--- config.mk ---
export PLATFORM = sky130hd
export DESIGN_NAME = epo_regs
export DESIGN_NICKNAME = d
export VERILOG_FILES = /design/src/epo_pkg.sv /design/src/epo_regs.sv
export SDC_FILE = /design/constraint.sdc
export NUM_CORES = 1
export LEC_CHECK = 0
export BUFFER_PORTS_ARGS = -buffer_cell sky130_fd_sc_hd__buf_2
export CAP_MARGIN = 30
export CORE_ASPECT_RATIO = 0.9
export CORE_MARGIN = 2
export CORE_UTILIZATION = 40
export CTS_CLUSTER_DIAMETER = 200
export DETAILED_ROUTE_END_ITERATION = 10
export GPL_TIMING_DRIVEN = 0
export PLACE_DENSITY = 0.66
export SKIP_LAST_GASP = 1
export SYNTH_ARGS = -nofsm -noshare
export SYNTH_HDL_FRONTEND = slang
export SYNTH_SLANG_ARGS = --single-unit
--- constraint.sdc ---
create_clock -name aclk -period 2.7 [get_ports aclk]
set_input_delay 0.54 -clock aclk [delete_from_list [all_inputs] [get_ports aclk]]
set_output_delay 0.54 -clock aclk [all_outputs]
set_load 0.005 [all_outputs]
--- src/epo_pkg.sv ---
// Shared types and constants for the Euler path option payoff block.
package epo_pkg;

    localparam int CFG_DATA_W  = 32;
    localparam int CFG_ADDR_W  = 5;
    localparam int REG_IDX_LSB = 2;

    localparam int FACTOR_W    = 32;
    localparam int PRICE_W     = 31;
    localparam int PAYOFF_W    = 31;
    localparam int FINAL_W     = 32;
    localparam int ACC_W       = 63;
    localparam int CNT_W       = 32;
    localparam int SQUARE_W    = 62;
    localparam int TERM_W      = 62;
    localparam int SUM_W       = 64;
    localparam int DIGIT_W     = 32;

    localparam int FACTOR_FRAC = 30;
    localparam int SAMPLE_FRAC = 12;
    localparam int TERM_SHIFT  = 60;

    localparam logic [PRICE_W-1:0] START_RESET  = 31'd6553600;
    localparam logic [PRICE_W-1:0] STRIKE_RESET = 31'd6553600;
    localparam int                 STEPS_RESET  = 300;

    typedef enum logic [2:0] {
        REG_DRIFT     = 3'd0,
        REG_DIFFUSION = 3'd1,
        REG_START     = 3'd2,
        REG_STRIKE    = 3'd3,
        REG_KIND      = 3'd4,
        REG_STEPS     = 3'd5
    } reg_index_t;

    typedef enum logic {
        KIND_CALL = 1'b0,
        KIND_PUT  = 1'b1
    } kind_t;

    typedef enum logic [1:0] {
        SEL_DRIFT     = 2'd0,
        SEL_DIFFUSION = 2'd1,
        SEL_SAMPLE    = 2'd2
    } mul_sel_t;

    typedef struct packed {
        logic [FACTOR_W-1:0] drift;
        logic [FACTOR_W-1:0] diffusion;
        logic [PRICE_W-1:0]  start_price;
        logic [PRICE_W-1:0]  strike_price;
        kind_t               kind;
    } cfg_t;

    typedef struct packed {
        logic     mul_start;
        mul_sel_t mul_sel;
        logic     load_sample;
        logic     cap_drift;
        logic     cap_term;
        logic     update;
        logic     form_payoff;
        logic     form_square;
        logic     emit;
    } cmd_t;

    typedef struct packed {
        logic mul_done;
        logic path_end;
        logic out_free;
    } status_t;

endpackage

--- src/epo_regs.sv ---
// Configuration register file behind the APB-style port.
module epo_regs #(
    parameter int STEP_COUNT_WIDTH = 16
) (
    input  logic                                aclk,
    input  logic                                aresetn,
    input  logic                                psel,
    input  logic                                penable,
    input  logic                                pwrite,
    input  logic [epo_pkg::CFG_ADDR_W-1:0]      paddr,
    input  logic [epo_pkg::CFG_DATA_W-1:0]      pwdata,
    output logic [epo_pkg::CFG_DATA_W-1:0]      prdata,
    output logic                                pready,
    output epo_pkg::cfg_t                       cfg,
    output logic [STEP_COUNT_WIDTH-1:0]         steps
);

    epo_pkg::cfg_t                 cfg_reg;
    logic [STEP_COUNT_WIDTH-1:0]   steps_reg;
    epo_pkg::reg_index_t           idx;
    logic                          wr_en;

    assign pready = 1'b1;
    assign wr_en  = psel & penable & pwrite & pready;
    assign idx    = epo_pkg::reg_index_t'(paddr[epo_pkg::CFG_ADDR_W-1:epo_pkg::REG_IDX_LSB]);

    always_ff @(posedge aclk) begin
        if (!aresetn) begin
            cfg_reg.drift        <= '0;
            cfg_reg.diffusion    <= '0;
            cfg_reg.start_price  <= epo_pkg::START_RESET;
            cfg_reg.strike_price <= epo_pkg::STRIKE_RESET;
            cfg_reg.kind         <= epo_pkg::KIND_CALL;
            steps_reg            <= STEP_COUNT_WIDTH'(epo_pkg::STEPS_RESET);
        end else if (wr_en) begin
            unique case (idx)
                epo_pkg::REG_DRIFT:     cfg_reg.drift <= pwdata;
                epo_pkg::REG_DIFFUSION: cfg_reg.diffusion <= pwdata;
                epo_pkg::REG_START:     cfg_reg.start_price <= pwdata[epo_pkg::PRICE_W-1:0];
                epo_pkg::REG_STRIKE:    cfg_reg.strike_price <= pwdata[epo_pkg::PRICE_W-1:0];
                epo_pkg::REG_KIND:      cfg_reg.kind <= epo_pkg::kind_t'(pwdata[0]);
                epo_pkg::REG_STEPS:     steps_reg <= pwdata[STEP_COUNT_WIDTH-1:0];
                default: ;
            endcase
        end
    end

    always_comb begin
        unique case (idx)
            epo_pkg::REG_DRIFT:     prdata = cfg_reg.drift;
            epo_pkg::REG_DIFFUSION: prdata = cfg_reg.diffusion;
            epo_pkg::REG_START:     prdata = {1'b0, cfg_reg.start_price};
            epo_pkg::REG_STRIKE:    prdata = {1'b0, cfg_reg.strike_price};
            epo_pkg::REG_KIND:      prdata = epo_pkg::CFG_DATA_W'(cfg_reg.kind);
            epo_pkg::REG_STEPS:     prdata = epo_pkg::CFG_DATA_W'(steps_reg);
            default:                prdata = '0;
        endcase
    end

    assign cfg   = cfg_reg;
    assign steps = steps_reg;

endmodule

==> impl_metrics.json <==
{
  "cp_cell_sequence": "buf_2 > buf_4 > buf_6 > buf_2 > buf_4 > a22oi_1 > o22ai_1 > buf_2",
  "drtIter0Drc": 339,
  "hold_viol_final": 0,
  "cp.depth": 8,
  "syn_avg_cell_area_um2": 9.99,
  "clock_skew_ns": 0,
  "synth_top_area_share": 0.447,
  "layout_common_cells": "230 x buf_2, 166 x nand2_1, 146 x mux2i_1, 143 x dfxtp_1, 26 x clkbuf_1",
  "regToRegEndpoint": "steps[2]$_SDFFE_PN1P_",
  "hold_class": "in2reg",
  "synth_top_cell_by_area": "dfxtp_1",
  "via_per_inst": 5.28,
  "worstSetupPathType": "in2out",
  "cts_buffers": 17,
  "cp.arrival_ns": 2.05,
  "htree_num_levels": 4,
  "grt_overflow": 0,
  "ant_nets": 0,
  "p_per_area_nw_per_um2": 573,
  "swShare": 0.241,
  "die-area_um2": 17100,
  "grt_max_degree": 17,
  "seqPwrFrac": 0.449,
  "cts.path.max_buffers": 2,
  "totalWireLength_mm": 21.7,
  "hold_ws_ns": 0.388,
  "switching_power_mw": 1.15,
  "clkSlewWorstSetupHoldPaths_ns": 0.06,
  "yosysSeqAreaShare": 0.447,
  "place.gp.congestion": 0.817,
  "dr.pass1.iters": 5,
  "tritoncts": "built",
  "grt_pass1_vias": 5366,
  "largest_register_ffs": 127,
  "r2r_start": "steps[2]$_SDFFE_PN1P_",
  "syn_nets": 684,
  "io-pin-count": 218,
  "die_h_um": 124,
  "grt_pass1_wl_mm": 31.4,
  "port_buffers": 212,
  "fmax_ghz": 0.387,
  "tightest_slew_ns": 0.775,
  "endpoint": "prdata[1]",
  "crit_path_frequent_cell": "buf_2",
  "clock_power_share": 0.480,
  "cts.sinks": 143,
  "reg2reg_depth": 2,
  "rrSetupSlack_ns": 1.95,
  "final_nets": 915,
  "dpl.hpwl_mm": 15.1,
  "startpoint_type": "primary input",
  "insertion_delay_ns": 0.42,
  "drcViolationCount": 0,
  "relSlewSlack": 0.483,
  "crit_path_top_delay_cell": "buf_2",
  "core-area_um2": 15500,
  "synth.area.top_cells": "dfxtp_1 45%, mux2i_1 23%, nand2_1 9.7%",
  "p_comb_frac": 0.071,
  "wire_per_inst_um": 20.0,
  "drive_gt1_frac": 0.347,
  "fin_crit_sh": 0.958,
  "die_w_um": 137,
  "slew_viol_final": 0,
  "areaGrowthSynthToFinish_pct": 29.6,
  "ir_drop_mv": 0.462,
  "start_util": 0.412,
  "critPathCaptureType": "output port",
  "synth_area_um2": 6410,
  "syn_inst": 642,
  "rows": 43,
  "worstPathBufferInverterCount": 6,
  "ys_ff_latch": 143,
  "setup_viol": 0,
  "synth_cell_types": 32,
  "cpPeakStageDelay_ns": 0.26,
  "vias": 5747,
  "crit_start": "paddr[3]",
  "antenna_found_initial": 2,
  "worstPathRequired_ns": 2.16,
  "critical_path.top_delay_family": "buffers and inverters",
  "grt_usage": 0.252,
  "max_cap_viol_count": 0,
  "ctsHoldBuffers": 0,
  "internal_power_mw": 3.62,
  "period_minus_slack_ns": 2.59,
  "cp_max_fo": 10,
  "cts-root-buf": "clkbuf_16",
  "total_power_mw": 4.77,
  "yosys_warnings": 0,
  "final_common_cell": "buf_2",
  "p_leak_nw": 4.03,
  "status": "finished clean"
}
==> cell usage after synthesis <==
library cell    n
buf_1           3
nand4b_4        1
mux2_2         15
o21ai_0         5
a221oi_1        5
o311ai_0        5
nand2b_1        1
or3_1           1
inv_1           4
and2_0          1
a22oi_1        18
or2_1           1
nor3_1          2
nor2b_1        25
dfxtp_1       143
mux4_2         16
clkbuf_1       29
nand4_1         1
o21a_1          5
a211o_1         1
buf_6           3
nand3b_1        1
conb_1          1
o22ai_1         9
nor4bb_1        1
buf_4           3
o41ai_1         1
buf_2          19
mux2i_1       146
nor3b_2         1
nor2_1          9
nand2_1       166
==> worst register-to-register path: stages (launching register included) <==
cell and delay, ns:
dfxtp_1 0.35, o21ai_0 0.09, o311ai_0 0.14
==> logic make-up after synthesis <==
logic type,synth area share
compound gates,0.0560
buf+inv,0.0447
flops,0.447
other cells,0.000585
mux,0.310
simple gates,0.142
==> metal layers <==
layer,wire [um],global-route usage,up-vias
met3,1360,0.0509,36
met1,9660,0.334,2792
met5,10,0,-
met4,465,0.0915,2
li1,-,-,2686
met2,10200,0.409,231
==> worst min path at each step <==
stage,cells after the start,slack (ns),to,start
global route,3,0.39,cfg[126]$_SDFFE_PN0P_,pwdata[31]
detailed placement,2,0.46,steps[15]$_SDFFE_PN0P_,steps[15]$_SDFFE_PN0P_
CTS,3,0.39,cfg[116]$_SDFFE_PN0P_,pwdata[21]
finish,3,0.39,cfg[116]$_SDFFE_PN0P_,pwdata[21]
global placement,2,0.45,steps[15]$_SDFFE_PN0P_,steps[15]$_SDFFE_PN0P_
floorplan,2,0.46,cfg[37]$_SDFFE_PN0P_,cfg[37]$_SDFFE_PN0P_
==> cell type report <==
type                       instances  area, um^2
antenna                            1        2.50
buffer                            57         289
clock buffer                      20         447
clock inverter                    11         118
fill                            1455        7240
inverter                           4        15.0
multi-input combinational        438        3260
sequential                       143        2860
tap                              202         253
timing repair buffer             212        1060
==> power by group through the flow <==
| stage | registers (mW) | logic, mW | clock network [mW] |
|---|---|---|---|
| after global placement | 2.19 | 0.328 | 0 |
| after detailed placement | 2.19 | 0.330 | 0 |
| after CTS | 2.14 | 0.333 | 2.31 |
| after floorplan | 2.18 | 0.184 | 0 |
| after global routing | 2.14 | 0.361 | 2.41 |
| final | 2.14 | 0.336 | 2.29 |
==> metrics by stage <==
stage	TNS (ns)	worst slack [ns]	area, um^2	utilization	cells
2_1_floorplan	0	0.507	6410	-	642
3_3_place_gp	-1.50	-0.186	7720	0.497	1056
3_5_place_dp	-1.66	-0.195	7720	0.497	1056
4_1_cts	0	0.0310	8300	0.534	1087
5_1_grt	-0.00403	-0.00403	8310	0.535	1088
6_report	0	0.113	8310	0.535	1088
==> repair_timing <==
| action | in CTS | in global routing |
|---|---|---|
| setup endpoints to repair | 15 | 12 |
| endpoints found under the hold margin | 0 | 0 |
| buffers inserted | 0 | 0 |
| resized for setup | 4 | 10 |
Note: power is estimated with default switching activity, not from simulation.
