==> config.mk <==
export PLATFORM = sky130hd
export DESIGN_NAME = epo_ctrl
export DESIGN_NICKNAME = d
export VERILOG_FILES = /design/src/epo_pkg.sv /design/src/epo_ctrl.sv
export SDC_FILE = /design/constraint.sdc
export NUM_CORES = 1
export LEC_CHECK = 0
export ABC_AREA = 1
export BUFFER_PORTS_ARGS = -buffer_cell sky130_fd_sc_hd__buf_2
export CAP_MARGIN = 5
export CORE_MARGIN = 3
export CORE_UTILIZATION = 40
export CTS_BUF_LIST = sky130_fd_sc_hd__clkbuf_16
export DETAILED_ROUTE_END_ITERATION = 6
export PLACE_DENSITY = 0.65
export SETUP_SLACK_MARGIN = 0.02
export SLEW_MARGIN = 20
export SYNTH_ARGS = -nofsm -noshare
export SYNTH_HDL_FRONTEND = slang
export SYNTH_SLANG_ARGS = --single-unit
==> constraint.sdc <==
create_clock -name aclk -period 1.2 [get_ports aclk]
set_clock_uncertainty 0.1 [all_clocks]
set_input_delay 0.12 -clock aclk [delete_from_list [all_inputs] [get_ports aclk]]
set_output_delay 0.12 -clock aclk [all_outputs]
set_load 0.005 [all_outputs]
==> src/epo_pkg.sv <==
// Shared types and constants for the Euler path option payoff block.
package epo_pkg;

    localparam int CFG_DATA_W  = 32;
    localparam int CFG_ADDR_W  = 5;
    localparam int REG_IDX_LSB = 2;

    localparam int FACTOR_W    = 32;
    localparam int PRICE_W     = 31;
    localparam int PAYOFF_W    = 31;
    localparam int FINAL_W     = 32;
    localparam int ACC_W       = 63;
    localparam int CNT_W       = 32;
    localparam int SQUARE_W    = 62;
    localparam int TERM_W      = 62;
    localparam int SUM_W       = 64;
    localparam int DIGIT_W     = 32;

    localparam int FACTOR_FRAC = 30;
    localparam int SAMPLE_FRAC = 12;
    localparam int TERM_SHIFT  = 60;

    localparam logic [PRICE_W-1:0] START_RESET  = 31'd6553600;
    localparam logic [PRICE_W-1:0] STRIKE_RESET = 31'd6553600;
    localparam int                 STEPS_RESET  = 300;

    typedef enum logic [2:0] {
        REG_DRIFT     = 3'd0,
        REG_DIFFUSION = 3'd1,
        REG_START     = 3'd2,
        REG_STRIKE    = 3'd3,
        REG_KIND      = 3'd4,
        REG_STEPS     = 3'd5
    } reg_index_t;

    typedef enum logic {
        KIND_CALL = 1'b0,
        KIND_PUT  = 1'b1
    } kind_t;

    typedef enum logic [1:0] {
        SEL_DRIFT     = 2'd0,
        SEL_DIFFUSION = 2'd1,
        SEL_SAMPLE    = 2'd2
    } mul_sel_t;

    typedef struct packed {
        logic [FACTOR_W-1:0] drift;
        logic [FACTOR_W-1:0] diffusion;
        logic [PRICE_W-1:0]  start_price;
        logic [PRICE_W-1:0]  strike_price;
        kind_t               kind;
    } cfg_t;

    typedef struct packed {
        logic     mul_start;
        mul_sel_t mul_sel;
        logic     load_sample;
        logic     cap_drift;
        logic     cap_term;
        logic     update;
        logic     form_payoff;
        logic     form_square;
        logic     emit;
    } cmd_t;

    typedef struct packed {
        logic mul_done;
        logic path_end;
        logic out_free;
    } status_t;

endpackage

==> src/epo_ctrl.sv <==
// Controller: sequences the three multiplies, the update and the path-end work.
module epo_ctrl (
    input  logic             aclk,
    input  logic             aresetn,
    input  logic             s_valid,
    output logic             s_ready,
    output epo_pkg::cmd_t    cmd,
    input  epo_pkg::status_t status
);

    typedef enum logic [7:0] {
        S_IDLE    = 8'b0000_0001,
        S_WAIT_A  = 8'b0000_0010,
        S_WAIT_D  = 8'b0000_0100,
        S_WAIT_B  = 8'b0000_1000,
        S_UPDATE  = 8'b0001_0000,
        S_PAYOFF  = 8'b0010_0000,
        S_SQUARE  = 8'b0100_0000,
        S_EMIT    = 8'b1000_0000
    } state_t;

    state_t state_reg;
    state_t state_next;

    assign s_ready = (state_reg == S_IDLE);

    always_comb begin
        state_next      = state_reg;
        cmd             = '0;
        cmd.mul_sel     = epo_pkg::SEL_DRIFT;
        unique case (state_reg)
            S_IDLE: begin
                if (s_valid) begin
                    cmd.load_sample = 1'b1;
                    cmd.mul_start   = 1'b1;
                    state_next      = S_WAIT_A;
                end
            end
            S_WAIT_A: begin
                if (status.mul_done) begin
                    cmd.cap_drift = 1'b1;
                    cmd.mul_start = 1'b1;
                    cmd.mul_sel   = epo_pkg::SEL_DIFFUSION;
                    state_next    = S_WAIT_D;
                end
            end
            S_WAIT_D: begin
                // diffusion product feeds straight into the sample multiply
                if (status.mul_done) begin
                    cmd.mul_start = 1'b1;
                    cmd.mul_sel   = epo_pkg::SEL_SAMPLE;
                    state_next    = S_WAIT_B;
                end
            end
            S_WAIT_B: begin
                if (status.mul_done) begin
                    cmd.cap_term = 1'b1;
                    state_next   = S_UPDATE;
                end
            end
            S_UPDATE: begin
                cmd.update = 1'b1;
                state_next = status.path_end ? S_PAYOFF : S_IDLE;
            end
            S_PAYOFF: begin
                cmd.form_payoff = 1'b1;
                state_next      = S_SQUARE;
            end
            S_SQUARE: begin
                cmd.form_square = 1'b1;
                state_next      = S_EMIT;
            end
            S_EMIT: begin
                // hold until the output register is free
                if (status.out_free) begin
                    cmd.emit   = 1'b1;
                    state_next = S_IDLE;
                end
            end
            default: begin
                state_next = S_IDLE;
            end
        endcase
    end

    always_ff @(posedge aclk) begin
        if (!aresetn) begin
            state_reg <= S_IDLE;
        end else begin
            state_reg <= state_next;
        end
    end

`ifndef SYNTHESIS
    a_done_in_wait: assert property (@(posedge aclk) disable iff (!aresetn)
        status.mul_done |-> (state_reg == S_WAIT_A || state_reg == S_WAIT_D ||
                             state_reg == S_WAIT_B))
        else $error("multiplier done outside a wait state");

    a_emit_free: assert property (@(posedge aclk) disable iff (!aresetn)
        cmd.emit |-> status.out_free)
        else $error("result loaded over an untaken item");

    a_no_early_done: assert property (@(posedge aclk) disable iff (!aresetn)
        cmd.mul_start |=> !status.mul_done)
        else $error("multiplier done one cycle after start");
`endif

endmodule

==> key figures <==
Status
  – Status: finished, violations left
  – Violated checks: setup timing

Global routing
  – Pin count of the biggest net entering global routing: 8
  – Met2 Resource Use GR: 0.358
  – Most used routing layer: met2
  – GR Util met3: 0.0345
  – Overflow after GRT: 0
  – Antenna violations before repair: 0
  – M1 GR Usage: 0.243
  – Vias in the first global route: 690
  – First-pass GRT wire length: around 3100 um
  – GRT Overall Usage: 0.211

STA
  – Fmax: 630 MHz
  – Worst slew pin tran: 192 ps
  – Final Setup Violations: 19
  – Max Slew Vio Count: 0
  – Final WS setup: -388 ps
  – Period Utilization, post-route: 1.32
  – Slew margin rel.: 0.872
  – Final Hold Violating Endpoints: 0
  – Fin crit period: between 1500 and 2000 ps
  – Unrepaired setup endpoints after global routing: yes
  – Worst-case hold slack: 56.8 ps

Yosys
  – Mapped Cells: 97
  – Cell taking the most area after synthesis: dfxtp_1
  – Post-synthesis sequential area ratio: 0.237
  – Post-synth cell types: 20
  – Post-synthesis cell area: 674 sq um
  – Synth Area per Inst: 6.95 sq um
  – Post-synthesis net count: about 100
  – Area contributors post-synth: dfxtp_1 24%, nand2_4 15%, nand2_1 11%
  – Synth warn: 0
  – Seq cells post-synth: 8
  – Yosys top cell area share: 0.237

Die
  – Die area: approximately 2200 sq um
  – Std-Cell Rows: 14
  – Num ports: 17
  – Initial Util: 0.438
  – Chip width: 47.1 um
  – Core area: around 1500 sq um
  – Die Y: 47.1 um

Setup path
  – R2r setup slk: -280 ps
  – Reg-to-Reg Start: state_reg[4]
  – Arr. time, crit path: between 1000 and 1500 ps
  – Critical Path RT: 980 ps
  – Crit. End Element: output pin
  – RR Endpoint: state_reg[1]
  – Critical path launch point type: register
  – Setup Crit Path Kind: register to output pin
  – FF-to-FF path depth: 11
  – CP max FO: 5

Run
  – Max Cap Violations: 0

Cells and area
  – Final Util: 0.744
  – FILL cells: 111
  – Non-Filler Instances: 156
  – Area Growth Syn to Fin: 70.1%
  – Max reg flops: 8
  – Final net count: 148
  – Antenna cells: 0
  – Share of cells above drive strength 1: 0.729

Power and ir drop
  – Pint: ~0.0012 W
  – Switch share: 0.375
  – Max IR drop VDD: 0.977 mV
  – Gate power share: 0.523
  – Leakage power: 0.629 nW
  – Clock Power Share: 0.301
  – PwrDens: approximately 1700 nW/um^2
  – Seq pwr share: 0.176
  – Net switching power: 0.000719 W

Detailed routing
  – Residual DRC: 0
  – DRT Pass-1 Iters: 5
  – Via count: 748
  – Drt via density: 4.79
  – Drt total wl: 1970 um
  – Initial DRC count: 20
  – Routed len/inst: about 13 um
  – Antenna viol nets, final: 0

Clocking
  – Clock transition at the registers of the reported paths: 40 ps
  – Buffers from clock root to sink, at most: 2
  – CTS Buf Count: 3
  – CTS tree: built
  – H-tree depth: 1
  – CTS root buf: clkbuf_16
  – Clk sink count: 8
  – Skew-Pair Late Insertion Delay: 240 ps
  – CTS Hold Bufs: 0

Worst hold path
  – Hold depth: 3
  – Hold Path Origin: status[1]
  – Worst min path class: input pin to register
  – End of the worst hold path: state_reg[5]

Placement
  – # port buffers: 16
  – GP Congestion: 0.813
  – Placed Cells: 139
  – Hpwl dp: 1210 um
[cells by family after synthesis]
group,Yosys count,synth area share
simple gates,63,0.573
flops,8,0.237
buf+inv,22,0.150
compound gates,4,0.0390
[Yosys cell counts, drive strengths merged]
library cell and instances:
nor3 1, clkinv 1, or3 1, o21a 1, a21oi 3, nor2 21
bufinv 1, nand2 32, inv 20, dfxtp 8, nand3 8
[critical path, cell delays in order (launching register included)]
cell and delay (ps):
dfxtp_2 330, inv_2 50, nand2_4 100, nor2_8 70, nand2_4 70, nor2_2 30, or3_1 350, buf_2 130
[power groups by stage]
| stage | Sequential, W | Combinational, W | Clock (W) |
|---|---|---|---|
| 2_1_floorplan | 0.000328 | 0.000568 | 0 |
| 3_3_place_gp | 0.000331 | 0.000757 | 0 |
| 3_5_place_dp | 0.000331 | 0.000762 | 0 |
| 4_1_cts | 0.000334 | 0.000907 | 0.000567 |
| 5_1_grt | 0.000339 | 0.00107 | 0.000593 |
| 6_report | 0.000336 | 0.00100 | 0.000577 |
[per-stage QoR]
stage | setup TNS (ps) | power, W | instance area, sq um | setup slack (ps)
2_1_floorplan | -61.3 | 0.000896 | 679 | -32.7
3_3_place_gp | -701 | 0.00109 | 855 | -151
3_5_place_dp | -862 | 0.00109 | 855 | -173
4_1_cts | -3940 | 0.00181 | 1070 | -363
5_1_grt | -5950 | 0.00200 | 1150 | -452
6_report | -4620 | 0.00192 | 1150 | -388
[cells in the final DEF, fill, tap and decap left out]
master,synthesis,layout
buf_2,0,14
inv_8,0,1
nand3_1,5,5
nor2_2,6,9
buf_6,0,11
nand2_2,3,6
clkbuf_16,0,3
a21oi_2,1,2
nand2_1,20,16
o21a_1,1,1
nand2_4,9,10
a21oi_1,2,1
inv_1,11,8
or3_1,1,1
nor3_4,0,1
inv_2,9,12
nor2_1,13,6
nand3_2,2,2
clkinv_4,1,1
nor2_4,1,5
dfxtp_2,0,8
nand3_4,1,1
nor2_8,1,1
buf_4,0,15
[worst max path at each step]
stage / startpoint / to / slack (ps) / depth (start not counted)
4_1_cts: state_reg[7] / cmd[9] / -360 / 7
3_3_place_gp: state_reg[5] / cmd[9] / -150 / 7
3_5_place_dp: state_reg[5] / cmd[9] / -170 / 7
6_report: state_reg[4] / cmd[9] / -390 / 7
2_1_floorplan: state_reg[4] / state_reg[1] / -30 / 10
5_1_grt: state_reg[1] / cmd[9] / -450 / 7
[timing repair]
item                       4_1_cts  5_1_grt
buffers inserted                10        5
pin swaps                        7        7
gates resized for setup         25       14
setup endpoints to repair       17       19
[per-layer routing]
| layer | wire length (um) | share of wire | vias up |
|---|---|---|---|
| met1 | 804 | 0.41 | 340 |
| met3 | 82 | 0.042 | 7 |
| met2 | 1020 | 0.51 | 25 |
| li1 | - | - | 376 |
| met4 | 69 | 0.035 | 0 |
| met5 | 0 | 0 | - |
[area by class of cell]
| class | count | area, sq um | share of cell area |
|---|---|---|---|
| multi-input cells | 67 | 480 | 0.419 |
| well taps | 16 | 20.0 | 0.0174 |
| inverters | 22 | 95.1 | 0.0829 |
| flip-flops and latches | 8 | 170 | 0.148 |
| clock buffers | 3 | 75.1 | 0.0654 |
| repair buffers | 40 | 307 | 0.267 |
Power figures use the tool's default switching activity.
